### config.mk
export PLATFORM = sky130hd
export DESIGN_NAME = timed_action_slot_scheduler
export DESIGN_NICKNAME = d
export VERILOG_FILES = /design/src/rtl/tass_pkg.sv /design/src/rtl/timed_action_slot_scheduler.sv
export SDC_FILE = /design/constraint.sdc
export NUM_CORES = 2
export LEC_CHECK = 0
export BUFFER_PORTS_ARGS = -buffer_cell sky130_fd_sc_hd__buf_2
export CAP_MARGIN = 0
export CORE_MARGIN = 2
export CORE_UTILIZATION = 52
export CTS_BUF_LIST = sky130_fd_sc_hd__clkbuf_2 sky130_fd_sc_hd__clkbuf_4 sky130_fd_sc_hd__clkbuf_8
export CTS_CLUSTER_SIZE = 25
export DETAILED_ROUTE_END_ITERATION = 16
export GPL_ROUTABILITY_DRIVEN = 0
export PLACE_DENSITY = 0.68
export REMOVE_ABC_BUFFERS = 1
export SLEW_MARGIN = 20
export SYNTH_ARGS = -nofsm -noshare
export SYNTH_HDL_FRONTEND = slang
export SYNTH_SLANG_ARGS = --single-unit
### constraint.sdc
create_clock -name i_clk -period 6.2 [get_ports i_clk]
set_input_delay 1.24 -clock i_clk [delete_from_list [all_inputs] [get_ports i_clk]]
set_output_delay 1.24 -clock i_clk [all_outputs]
set_load 0.05 [all_outputs]
### src/rtl/tass_pkg.sv
// Package: types and codes for the timed action slot scheduler.
`timescale 1ns / 1ps
`default_nettype none
package tass_pkg;
    typedef enum logic [1:0] {
        OP_TICK  = 2'd0,
        OP_SCHED = 2'd1,
        OP_DESCH = 2'd2,
        OP_STOP  = 2'd3
    } t_opcode;

    typedef enum logic [1:0] {
        EV_START = 2'd0,
        EV_TICK  = 2'd1,
        EV_STOP  = 2'd2,
        EV_DONE  = 2'd3
    } t_event;

    typedef enum logic [1:0] {
        PH_IDLE  = 2'd0,
        PH_SCHED = 2'd1,
        PH_RUN   = 2'd2,
        PH_PEND  = 2'd3
    } t_phase;

    typedef enum logic [3:0] {
        ST_IDLE,
        ST_CMD,
        ST_LOAD,
        ST_IVL,
        ST_RAN,
        ST_OFS,
        ST_DUR,
        ST_EMIT,
        ST_NEXT,
        ST_CLEAR,
        ST_DONE,
        ST_OUT
    } t_state;
endpackage
`default_nettype wire

### src/rtl/timed_action_slot_scheduler.sv
// Top level: timed action slot scheduler with a shared subtract/compare unit.
//
// Input channel (i_valid/o_ready) takes one command item: tick, schedule,
// deschedule or stop request. Output channel (o_valid/i_ready) returns the
// events of that item, one per item on the port, the final one with o_last.
// A command other than a tick passes the load and command states, then
// the done state and the output handshake. A tick walks every slot in
// slot order through one shared subtractor/comparator: a scheduled slot
// takes the interval and run-time checks, then a start or the offset and
// duration checks, then any events; idle slots are skipped; a clear pass.
// One item is in work at a time; o_ready is low until its last event is
// taken. A stalled receiver holds the current event in the output register
// and the walk waits for it. Reset clears every slot to not scheduled, all
// slot times and flags to zero, and empties the output register.
`timescale 1ns / 1ps
`default_nettype none
module timed_action_slot_scheduler #(
    parameter int NUM_SLOTS = 8,
    parameter int TIME_BITS = 32
) (
    input  wire logic        i_clk,
    input  wire logic        i_rst_n,
    input  wire logic        i_valid,
    output logic             o_ready,
    input  wire logic [1:0]  i_opcode,
    input  wire logic [2:0]  i_slot,
    input  wire logic [31:0] i_now,
    input  wire logic [31:0] i_interval,
    input  wire logic [31:0] i_duration,
    input  wire logic [31:0] i_tick_after,
    input  wire logic        i_repeat_req,
    input  wire logic [7:0]  i_permit_mask,
    output logic             o_valid,
    input  wire logic        i_ready,
    output logic [1:0]       o_event_res,
    output logic [2:0]       o_event_slot,
    output logic             o_ok,
    output logic             o_last
);
    import tass_pkg::*;

    localparam int SW = (NUM_SLOTS > 1) ? $clog2(NUM_SLOTS) : 1;
    localparam int TW = TIME_BITS;

    t_phase          r_phase [NUM_SLOTS];
    logic            r_stopf [NUM_SLOTS];
    logic            r_rep   [NUM_SLOTS];
    logic            r_clr   [NUM_SLOTS];
    logic [TW-1:0]   r_ivl   [NUM_SLOTS];
    logic [TW-1:0]   r_dur   [NUM_SLOTS];
    logic [TW-1:0]   r_ofs   [NUM_SLOTS];
    logic [TW-1:0]   r_start [NUM_SLOTS];
    logic [TW-1:0]   r_stopt [NUM_SLOTS];

    t_state          r_state, n_state;
    t_opcode         r_op;
    logic [2:0]      r_islot;
    logic [TW-1:0]   r_now;
    logic [TW-1:0]   r_ivl_in, r_dur_in, r_ofs_in;
    logic            r_rep_in;
    logic [7:0]      r_permit;
    logic [SW:0]     r_idx, n_idx;
    logic [TW-1:0]   r_ran;
    logic            r_flag, n_flag;
    logic [2:0]      r_ev, n_ev;
    logic            r_ok;

    logic            r_ovalid;
    logic [1:0]      r_ores;
    logic [2:0]      r_oslot;
    logic            r_ook, r_olast;

    logic [SW-1:0]   w_i;
    logic [TW-1:0]   w_a, w_b, w_diff;
    logic            w_lt;
    logic            w_permit;
    logic            w_inrange;
    logic [SW-1:0]   w_cs;
    logic            w_out_free;
    logic            w_push;
    logic [1:0]      w_pres;
    logic            w_plast;

    assign w_i = r_idx[SW-1:0];
    assign w_inrange = ({29'd0, r_islot} < NUM_SLOTS);
    assign w_cs = SW'(r_islot);
    assign w_permit = (int'(r_idx) < 8) ? r_permit[3'(r_idx)] : 1'b0;
    assign w_out_free = !r_ovalid || i_ready;

    // shared subtract / compare unit
    always_comb begin
        w_a = r_now;
        w_b = r_stopt[w_i];
        case (r_state)
            ST_IVL: begin
                w_a = r_now;
                w_b = r_stopt[w_i];
            end
            ST_RAN: begin
                w_a = r_now;
                w_b = r_start[w_i];
            end
            ST_OFS: begin
                w_a = r_ofs[w_i];
                w_b = r_ran;
            end
            ST_DUR: begin
                w_a = r_ran;
                w_b = r_dur[w_i];
            end
            default: begin
                w_a = r_now;
                w_b = r_stopt[w_i];
            end
        endcase
    end
    assign w_diff = w_a - w_b;
    assign w_lt = (w_a < w_b);

    always_comb begin
        n_state = r_state;
        n_idx = r_idx;
        n_flag = r_flag;
        n_ev = r_ev;
        w_push = 1'b0;
        w_pres = EV_DONE;
        w_plast = 1'b0;
        case (r_state)
            ST_IDLE: begin
                if (i_valid) n_state = ST_LOAD;
            end
            ST_LOAD: begin
                n_idx = '0;
                n_state = (r_op == OP_TICK) ? ST_IVL : ST_CMD;
            end
            ST_CMD: begin
                n_state = ST_DONE;
            end
            ST_IVL: begin
                n_ev = '0;
                if (r_phase[w_i] == PH_IDLE) begin
                    n_state = ST_NEXT;
                end else begin
                    n_flag = !r_stopf[w_i] && r_phase[w_i] != PH_RUN && w_permit;
                    if (r_ivl[w_i] != '0 && r_stopt[w_i] != '0 && w_diff < r_ivl[w_i])
                        n_flag = 1'b0;
                    n_state = ST_RAN;
                end
            end
            ST_RAN: begin
                if (r_flag) begin
                    n_ev = 3'b001;
                    n_state = ST_EMIT;
                end else begin
                    n_state = ST_OFS;
                end
            end
            ST_OFS: begin
                if (r_phase[w_i] == PH_RUN && w_lt) n_ev = 3'b010;
                n_state = ST_DUR;
            end
            ST_DUR: begin
                if (r_stopf[w_i] || (r_phase[w_i] == PH_RUN && r_dur[w_i] != '0
                        && r_start[w_i] != '0 && !w_lt))
                    n_ev = r_ev | 3'b100;
                n_state = ST_EMIT;
            end
            ST_EMIT: begin
                if (r_ev == '0) begin
                    n_state = ST_NEXT;
                end else if (w_out_free) begin
                    w_push = 1'b1;
                    if (r_ev[0]) begin
                        w_pres = EV_START;
                        n_ev = r_ev & 3'b110;
                    end else if (r_ev[1]) begin
                        w_pres = EV_TICK;
                        n_ev = r_ev & 3'b101;
                    end else begin
                        w_pres = EV_STOP;
                        n_ev = '0;
                    end
                end
            end
            ST_NEXT: begin
                if (r_idx == (SW+1)'(NUM_SLOTS - 1)) begin
                    n_idx = '0;
                    n_state = ST_CLEAR;
                end else begin
                    n_idx = r_idx + 1'b1;
                    n_state = ST_IVL;
                end
            end
            ST_CLEAR: begin
                if (r_idx == (SW+1)'(NUM_SLOTS - 1)) n_state = ST_DONE;
                else n_idx = r_idx + 1'b1;
            end
            ST_DONE: begin
                if (w_out_free) begin
                    w_push = 1'b1;
                    w_pres = EV_DONE;
                    w_plast = 1'b1;
                    n_state = ST_OUT;
                end
            end
            ST_OUT: begin
                if (w_out_free) n_state = ST_IDLE;
            end
            default: n_state = ST_IDLE;
        endcase
    end

    assign o_ready = (r_state == ST_IDLE);

    always_ff @(posedge i_clk) begin
        if (!i_rst_n) begin
            r_state <= ST_IDLE;
            r_ovalid <= 1'b0;
            r_idx <= '0;
            r_flag <= 1'b0;
            r_ev <= '0;
            r_ok <= 1'b0;
            for (int k = 0; k < NUM_SLOTS; k++) begin
                r_phase[k] <= PH_IDLE;
                r_stopf[k] <= 1'b0;
                r_rep[k] <= 1'b0;
                r_clr[k] <= 1'b0;
                r_ivl[k] <= '0;
                r_dur[k] <= '0;
                r_ofs[k] <= '0;
                r_start[k] <= '0;
                r_stopt[k] <= '0;
            end
        end else begin
            r_state <= n_state;
            r_idx <= n_idx;
            r_flag <= n_flag;
            r_ev <= n_ev;
            if (w_push) r_ovalid <= 1'b1;
            else if (i_ready) r_ovalid <= 1'b0;
            if (r_state == ST_LOAD) r_ok <= (r_op == OP_TICK);
            if (r_state == ST_CMD && w_inrange) begin
                case (r_op)
                    OP_SCHED: begin
                        if (r_phase[w_cs] == PH_IDLE) begin
                            r_ivl[w_cs] <= r_ivl_in;
                            r_dur[w_cs] <= r_dur_in;
                            r_ofs[w_cs] <= r_ofs_in;
                            r_rep[w_cs] <= r_rep_in;
                            r_phase[w_cs] <= PH_SCHED;
                            r_ok <= 1'b1;
                        end
                    end
                    OP_DESCH: begin
                        if (r_phase[w_cs] != PH_IDLE && r_phase[w_cs] != PH_RUN) begin
                            r_phase[w_cs] <= PH_IDLE;
                            r_ok <= 1'b1;
                        end
                    end
                    OP_STOP: begin
                        if (r_phase[w_cs] != PH_IDLE) begin
                            r_stopf[w_cs] <= 1'b1;
                            r_ok <= 1'b1;
                        end
                    end
                    default: ;
                endcase
            end
            if (r_state == ST_IVL) r_clr[w_i] <= 1'b0;
            if (r_state == ST_RAN) r_ran <= w_diff;
            if (r_state == ST_EMIT && w_push) begin
                if (w_pres == EV_START) begin
                    r_phase[w_i] <= PH_RUN;
                    r_start[w_i] <= r_now;
                end else if (w_pres == EV_STOP) begin
                    r_stopt[w_i] <= r_now;
                    r_phase[w_i] <= PH_PEND;
                    r_clr[w_i] <= !r_rep[w_i];
                    r_stopf[w_i] <= 1'b0;
                end
            end
            if (r_state == ST_CLEAR && r_clr[w_i] && r_phase[w_i] != PH_RUN) begin
                r_phase[w_i] <= PH_IDLE;
            end
            if (r_state == ST_CLEAR) r_clr[w_i] <= 1'b0;
        end
    end

    always_ff @(posedge i_clk) begin
        if (i_valid && o_ready) begin
            r_op <= t_opcode'(i_opcode);
            r_islot <= i_slot;
            r_now <= TW'(i_now);
            r_ivl_in <= TW'(i_interval);
            r_dur_in <= TW'(i_duration);
            r_ofs_in <= TW'(i_tick_after);
            r_rep_in <= i_repeat_req;
            r_permit <= i_permit_mask;
        end
        if (w_push) begin
            r_ores <= w_pres;
            r_oslot <= w_plast ? ((r_op == OP_TICK) ? 3'd0 : r_islot) : 3'(w_i);
            r_ook <= w_plast ? r_ok : 1'b0;
            r_olast <= w_plast;
        end
    end

    assign o_valid = r_ovalid;
    assign o_event_res = r_ores;
    assign o_event_slot = r_oslot;
    assign o_ok = r_ook;
    assign o_last = r_olast;
endmodule
`default_nettype wire

# --- Word level (Yosys, flattened, before mapping) ---
# Memory sizes are Yosys's and may differ from the RTL's. A register that Yosys moved wholly into a read port is not among the register bits.
# Index checks and enable logic that the tools add are counted.
totals:
  register_bits: 195
  mem_bits_rw: 1320
  input_bits: 146
  memories: 9
memory_table:
  columns: ["name", "depth", "word_bits", "rd", "rd_clocked_by_memory_dff", "wr", "line", "text"]
  rows:
  - ["r_dur", 8, 32, 1, 1, 8, "timed_action_slot_scheduler.sv:50", "logic [TW-1:0] r_dur [NUM_SLOTS];"]
  - ["r_ivl", 8, 32, 1, 1, 8, "timed_action_slot_scheduler.sv:49", "logic [TW-1:0] r_ivl [NUM_SLOTS];"]
  - ["r_ofs", 8, 32, 1, 1, 8, "timed_action_slot_scheduler.sv:51", "logic [TW-1:0] r_ofs [NUM_SLOTS];"]
  - ["r_start", 8, 32, 1, 1, 8, "timed_action_slot_scheduler.sv:52", "logic [TW-1:0] r_start [NUM_SLOTS];"]
  - ["r_stopt", 8, 32, 1, 1, 8, "timed_action_slot_scheduler.sv:53", "logic [TW-1:0] r_stopt [NUM_SLOTS];"]
  - ["r_phase", 8, 2, 2, 2, 8, "timed_action_slot_scheduler.sv:45", "t_phase r_phase [NUM_SLOTS];"]
  - ["3 more memories", null, null, null, null, null, null, null]
classes:
  addsub: 2
  n_lt_le_gt_ge: 4
  n_eq_ne: 32
  n_mux: 137
  bitwise: 7
  n_reduce_logical: 52
ops:
  columns: ["op", "n"]
  rows:
  - ["$mux 32", 5]
  - ["$reduce_or 32->1", 5]
  - ["$reduce_bool 32->1", 4]
  - ["$mux 3", 39]
  - ["$pmux 32 s3", 1]
  - ["$lt 32x32->1", 2]
  - ["$mux 1", 64]
  - ["$pmux 32 s2", 1]
  - ["$pmux 4 s12", 1]
  - ["$mux 4", 9]
  - ["$sub 32x32->32", 1]
  - ["$ne 2x2->1 const B", 15]
  - ["$mux 2", 12]
  - ["$eq 4x3->1 const B", 5]
  - ["$eq 4x4->1 const B", 4]
  - ["$pmux 3 s5", 1]
  - ["$logic_and 1x1->1", 13]
  - ["$pmux 4 s3", 1]
  - ["$eq 2x2->1 const B", 4]
  - ["$eq 4x2->1 const B", 2]
  - ["$logic_not 2->1", 4]
  - ["$reduce_and 8->1", 1]
  - ["$reduce_and 7->1", 1]
  - ["$reduce_and 2->1", 3]
  - ["other kinds (22)", 36]

# --- Logic depth before layout (Yosys ltp) ---
logic_depth:
  ltp_word: 15
  depth_mapped: 29
  depth_no_buf: 25

# --- Least setup slack after synthesis ---
# OpenSTA, ideal clock, no wires.
synth_timing:
  kind: "register to register"
  start: "register r_state[3]"
  end: "register r_dur_in[0] (enable)"
  setup_time_ns: 0.497
  arrival_ns: 5.289
  slack_ns: 0.415
  path_stages_with_launch: 5
  path_buffers: 1
  period_less_slack_ns: 5.785
  path_cell_list: "dfxtp_1 -> clkbuf_1 -> nor4_1 -> nand2_1 -> inv_1"
synth_via:
  elab_chain_cells: 2
synth_lines:
  columns: ["element", "line", "text"]
  rows:
  - ["start: declaration", "timed_action_slot_scheduler.sv:55", "t_state r_state, n_state;"]
  - ["start signal: assignment", "timed_action_slot_scheduler.sv:235", "r_state <= n_state;"]
  - ["$logic_not 4->1", "timed_action_slot_scheduler.sv:213", "assign o_ready = (r_state == ST_IDLE);"]
  - ["named net o_ready", "timed_action_slot_scheduler.sv:24", "output logic o_ready,"]
  - ["$logic_and 1x1->1", "timed_action_slot_scheduler.sv:290", "if (i_valid && o_ready) begin"]
  - ["end signal: assignment", "timed_action_slot_scheduler.sv:295", "r_dur_in <= TW'(i_duration);"]
  - ["end: declaration", "timed_action_slot_scheduler.sv:59", "logic [TW-1:0] r_ivl_in, r_dur_in, r_ofs_in;"]
# The timed path passes the listed nets, and every way through them passes these cells.
# A chain may end at the register's enable or synchronous reset.

==> summary.md <==
| Metric | Value |
|---|---|
| Fraction of layout cells with a size suffix above 1 | `22.1%` |
| Final Max Slew Viols | `0` |
| Vias in the first global route | `43,700` |
| Status | `finished clean` |
| CP Max Fanout | `30` |
| Synthesized area per cell | `14.5 um^2` |
| Overall power | `27.7 mW` |
| RSZ-0062 raised after global routing | `no` |
| Initial DRC Count | `4,969` |
| Placed inst area | `0.0744 mm^2` |
| DR DRC count | `0` |
| CP bufs+invs | `1` |
| Final ANT Viol Nets | `0` |
| Delay-heaviest family, CP | `compound AO/OA/AOI/OAI gates` |
| Worst Tran Pin Value | `1.39 ns` |
| Ys flop type | `edfxtp_1` |
| TritonCTS clock tree | `done` |
| Final wirelength | `197,000 um` |
| Initial antenna violation count | `6` |
| VDD IR max | `0.000254 V` |
| Worst-path cell chain | `buf_12 > mux4_2 > mux2i_1 > nand2_1 > o31ai_1 > a221oi_1 > ha_1 > fa_1 > nor2b_1 > o31a_1 > o32a_1 > a211oi_1 > o31a_1 > o21ai_0 > o21ai_0 > xnor2_1 > ha_1 > a21o_1 > a21o_1 > a21o_1 > a21o_1 > a21o_1 > a21oi_1 > o21ai_0` |
| Final Hold Viols | `0` |
| Pre-CTS WS | `0.248 ns` |
| Total setup buffers inserted after CTS | `0` |
| Relative max-transition margin | `7.27%` |
| Setup slack, reg-to-reg | `0.24 ns` |
| Largest net degree at the start of global routing | `221` |
| Crit path top cell by count | `a21o_1` |
| IO Pins | `155` |
| Slowest CP cell | `mux4_2` |
| I/O Buffers | `154` |
| Design area | `0.0791 mm^2` |
| Finished Layout Cells | `7,007` |
| Grt total ovfl | `0` |
| Core area | `0.135 mm^2` |
| # Max-Cap Violations | `0` |
| Power Density | `350 mW/mm^2` |
| Via/cell ratio | `6.29` |
| Synth warn | `0` |
| Async SR Flop Fraction | `0%` |
| CTS H-tree depth | `4` |
| Final net count | `5,246` |
| Critical path startpoint category | `flop` |
| Setup_tns | `0 ns` |
| Vias | `44,100` |
| Post-synthesis register bit count | `1,521` |
| Max Freq | `0.168 GHz` |
| Crit path largest cell delay | `0.55 ns` |
| Post-synth EDFFs | `1,477` |
| DP HPWL | `118,000 um` |
| Clock Tree Buf Depth | `3` |
| Die Span Y | `373 um` |
| Die area | `0.139 mm^2` |
| Clk_lat worst skew | `1.01 ns` |
| HP Class | `input port to flop` |
| CTS root buf | `clkbuf_8` |
| Num rows | `135` |
| Period utilization | `96.1%` |
| GRT Overall Usage | `28.1%` |
| Die X | `373 um` |
| Routed len/inst | `28.1 um` |
| Dpl cells | `6,577` |
| Lkg Pwr | `31.2 nW` |
| Worst Skew | `0.0702 ns` |
| Cells after synthesis | `4,874` |
| Num CTS Buffers | `237` |
| Crit Path Class | `flop to flop` |
| Crit path arrival time | `6.78 ns` |
| Critical Path RT | `7.03 ns` |
| Clock Sinks | `1,521` |
| Area Growth Syn to Fin | `11.6%` |
| Final setup vio count | `0` |
| Sequential fraction of the synthesis area | `63.8%` |
| Post-synthesis cell area | `0.0709 mm^2` |
| Final min period | `5.96 ns` |
| Starting Density | `52.4%` |
| First-pass GRT wire length | `290,000 um` |
| CTS Hold Bufs | `0` |
| Critical Path End Type | `flop` |
| Register clock-pin slew on the reported worst setup and hold paths | `0.06 ns` |
| Setup ws final | `0.244 ns` |
| Count of cell types in the netlist | `73` |
| DRT Pass-1 Iters | `6` |
[path summary, 6_finish.rpt]
path	startpoint	to	cells after the start
hold reg to reg	r_rep[5]	r_rep[5]	2
setup / recovery	flop	r_flag	24
hold / removal	i_now[26]	r_now[26]	1
setup reg to reg	flop	r_flag	24
[synthesized netlist by cell type (10+ instances only)]
cell type / instances / area (um^2)
xor2_1: 11 / 96.3
a221o_1: 14 / 140
nor2b_1: 12 / 75.1
o21ai_0: 134 / 671
a21oi_1: 133 / 666
a22oi_1: 22 / 165
nor3_1: 55 / 275
o21a_1: 13 / 97.6
ha_1: 64 / 801
o22ai_1: 33 / 206
nor4_1: 22 / 138
nand2b_1: 19 / 119
dfxtp_1: 44 / 881
nand3_1: 23 / 115
nand4_1: 68 / 425
buf_6: 12 / 135
inv_1: 18 / 67.6
nand2_1: 208 / 781
mux2_2: 22 / 248
mux2i_1: 138 / 1380
buf_4: 11 / 82.6
buf_2: 35 / 175
buf_1: 29 / 109
nor2_1: 139 / 522
a211oi_1: 10 / 75.1
xnor2_1: 17 / 149
mux4_2: 336 / 7570
edfxtp_1: 1477 / 44400
and2_1: 586 / 3670
and3_1: 710 / 4440
clkbuf_1: 339 / 1270
a21o_1: 29 / 218
[state kept, by name, summed over array words and instances (netlist names), 32 cells and up, named ones only]
signal    flops
r_dur       256
r_ivl       256
r_ofs       256
r_start     256
r_stopt     256
r_dur_in     32
r_ivl_in     32
r_now        32
r_ofs_in     32
r_ran        32
[worst register-to-register path: stages, from the launching register on]
cell	delay, ns
dfxtp_4	0.39
buf_12	0.26
mux4_2	0.57
mux2i_1	0.44
nand2_1	0.11
o31ai_1	0.10
a221oi_1	0.12
ha_1	0.26
fa_1	0.46
nor2b_1	0.17
o31a_1	0.18
o32a_1	0.29
a211oi_1	0.15
o31a_1	0.37
o21ai_0	0.17
o21ai_0	0.14
xnor2_1	0.24
ha_1	0.30
a21o_1	0.17
a21o_1	0.17
a21o_1	0.17
a21o_1	0.17
a21o_1	0.17
a21oi_1	0.12
o21ai_0	0.10
[per-stage QoR]
| step | util [%] | hold slack [ns] |
|---|---|---|
| 2_1_floorplan | - | 0.440 |
| 3_3_place_gp | 55.0 | 0.454 |
| 3_5_place_dp | 55.0 | 0.460 |
| 4_1_cts | 58.4 | 0.335 |
| 5_1_grt | 58.5 | 0.377 |
| 6_report | 58.5 | 0.431 |
[power by group]
part	total [mW]	switching [mW]	internal, mW
Clock	8.46	4.00	4.46
Combinational	6.55	4.09	2.46
Sequential	12.7	0.633	12.0
Total	27.7	8.73	18.9
[cell usage in the layout, fill, tap and decap left out, types with 17 or more instances in the layout]
cell type	count
a21oi_1	133
edfxtp_1	1477
nor3_1	52
and2_1	586
xnor2_1	17
clkinv_1	52
clkinv_2	26
mux4_2	336
and3_1	710
a22oi_1	22
mux2_2	22
buf_12	31
nor2_1	124
nand3_1	23
mux2i_1	135
buf_2	153
clkbuf_8	240
a21o_1	29
nand2_1	208
o22ai_1	33
nor4_1	21
dfxtp_1	39
o21ai_0	122
clkbuf_4	91
buf_4	163
nand4_1	68
ha_1	64
[logic make-up after synthesis]
group                      after synthesis  synth area share [%]
adders and majority gates               65                  1.16
buffers and inverters                  444                  2.60
xor gates and xnor gates                28                 0.346
DFF                                   1521                  63.8
and+or+nand+nor                       1863                  15.2
muxes                                  496                  13.0
AOI/OAI and AO/OA                      457                  3.95
[area by class of cell]
| type | count | area [um^2] |
|---|---|---|
| repair buffers | 348 | 2630 |
| inverters | 18 | 81.3 |
| flip-flops and latches | 1521 | 45300 |
| clock inverters | 98 | 718 |
| well taps | 1781 | 2230 |
| clock buffers | 331 | 3990 |
| fillers | 10300 | 56200 |
| multi-input cells | 2909 | 24200 |
| diodes | 1 | 2.50 |
[routing by layer]
layer	track usage, %	vias up	wire (um)
li1	-	19100	-
met1	38.7	22300	77500
met2	44.5	2216	93400
met3	5.04	381	17800
met4	11.8	2	7980
met5	0	-	13
[timing repair]
item	in CTS	in global routing
hold endpoints to repair	0	0
resized for setup	0	5
setup endpoints to repair	0	1
Note: power is estimated with default switching activity, not from simulation.
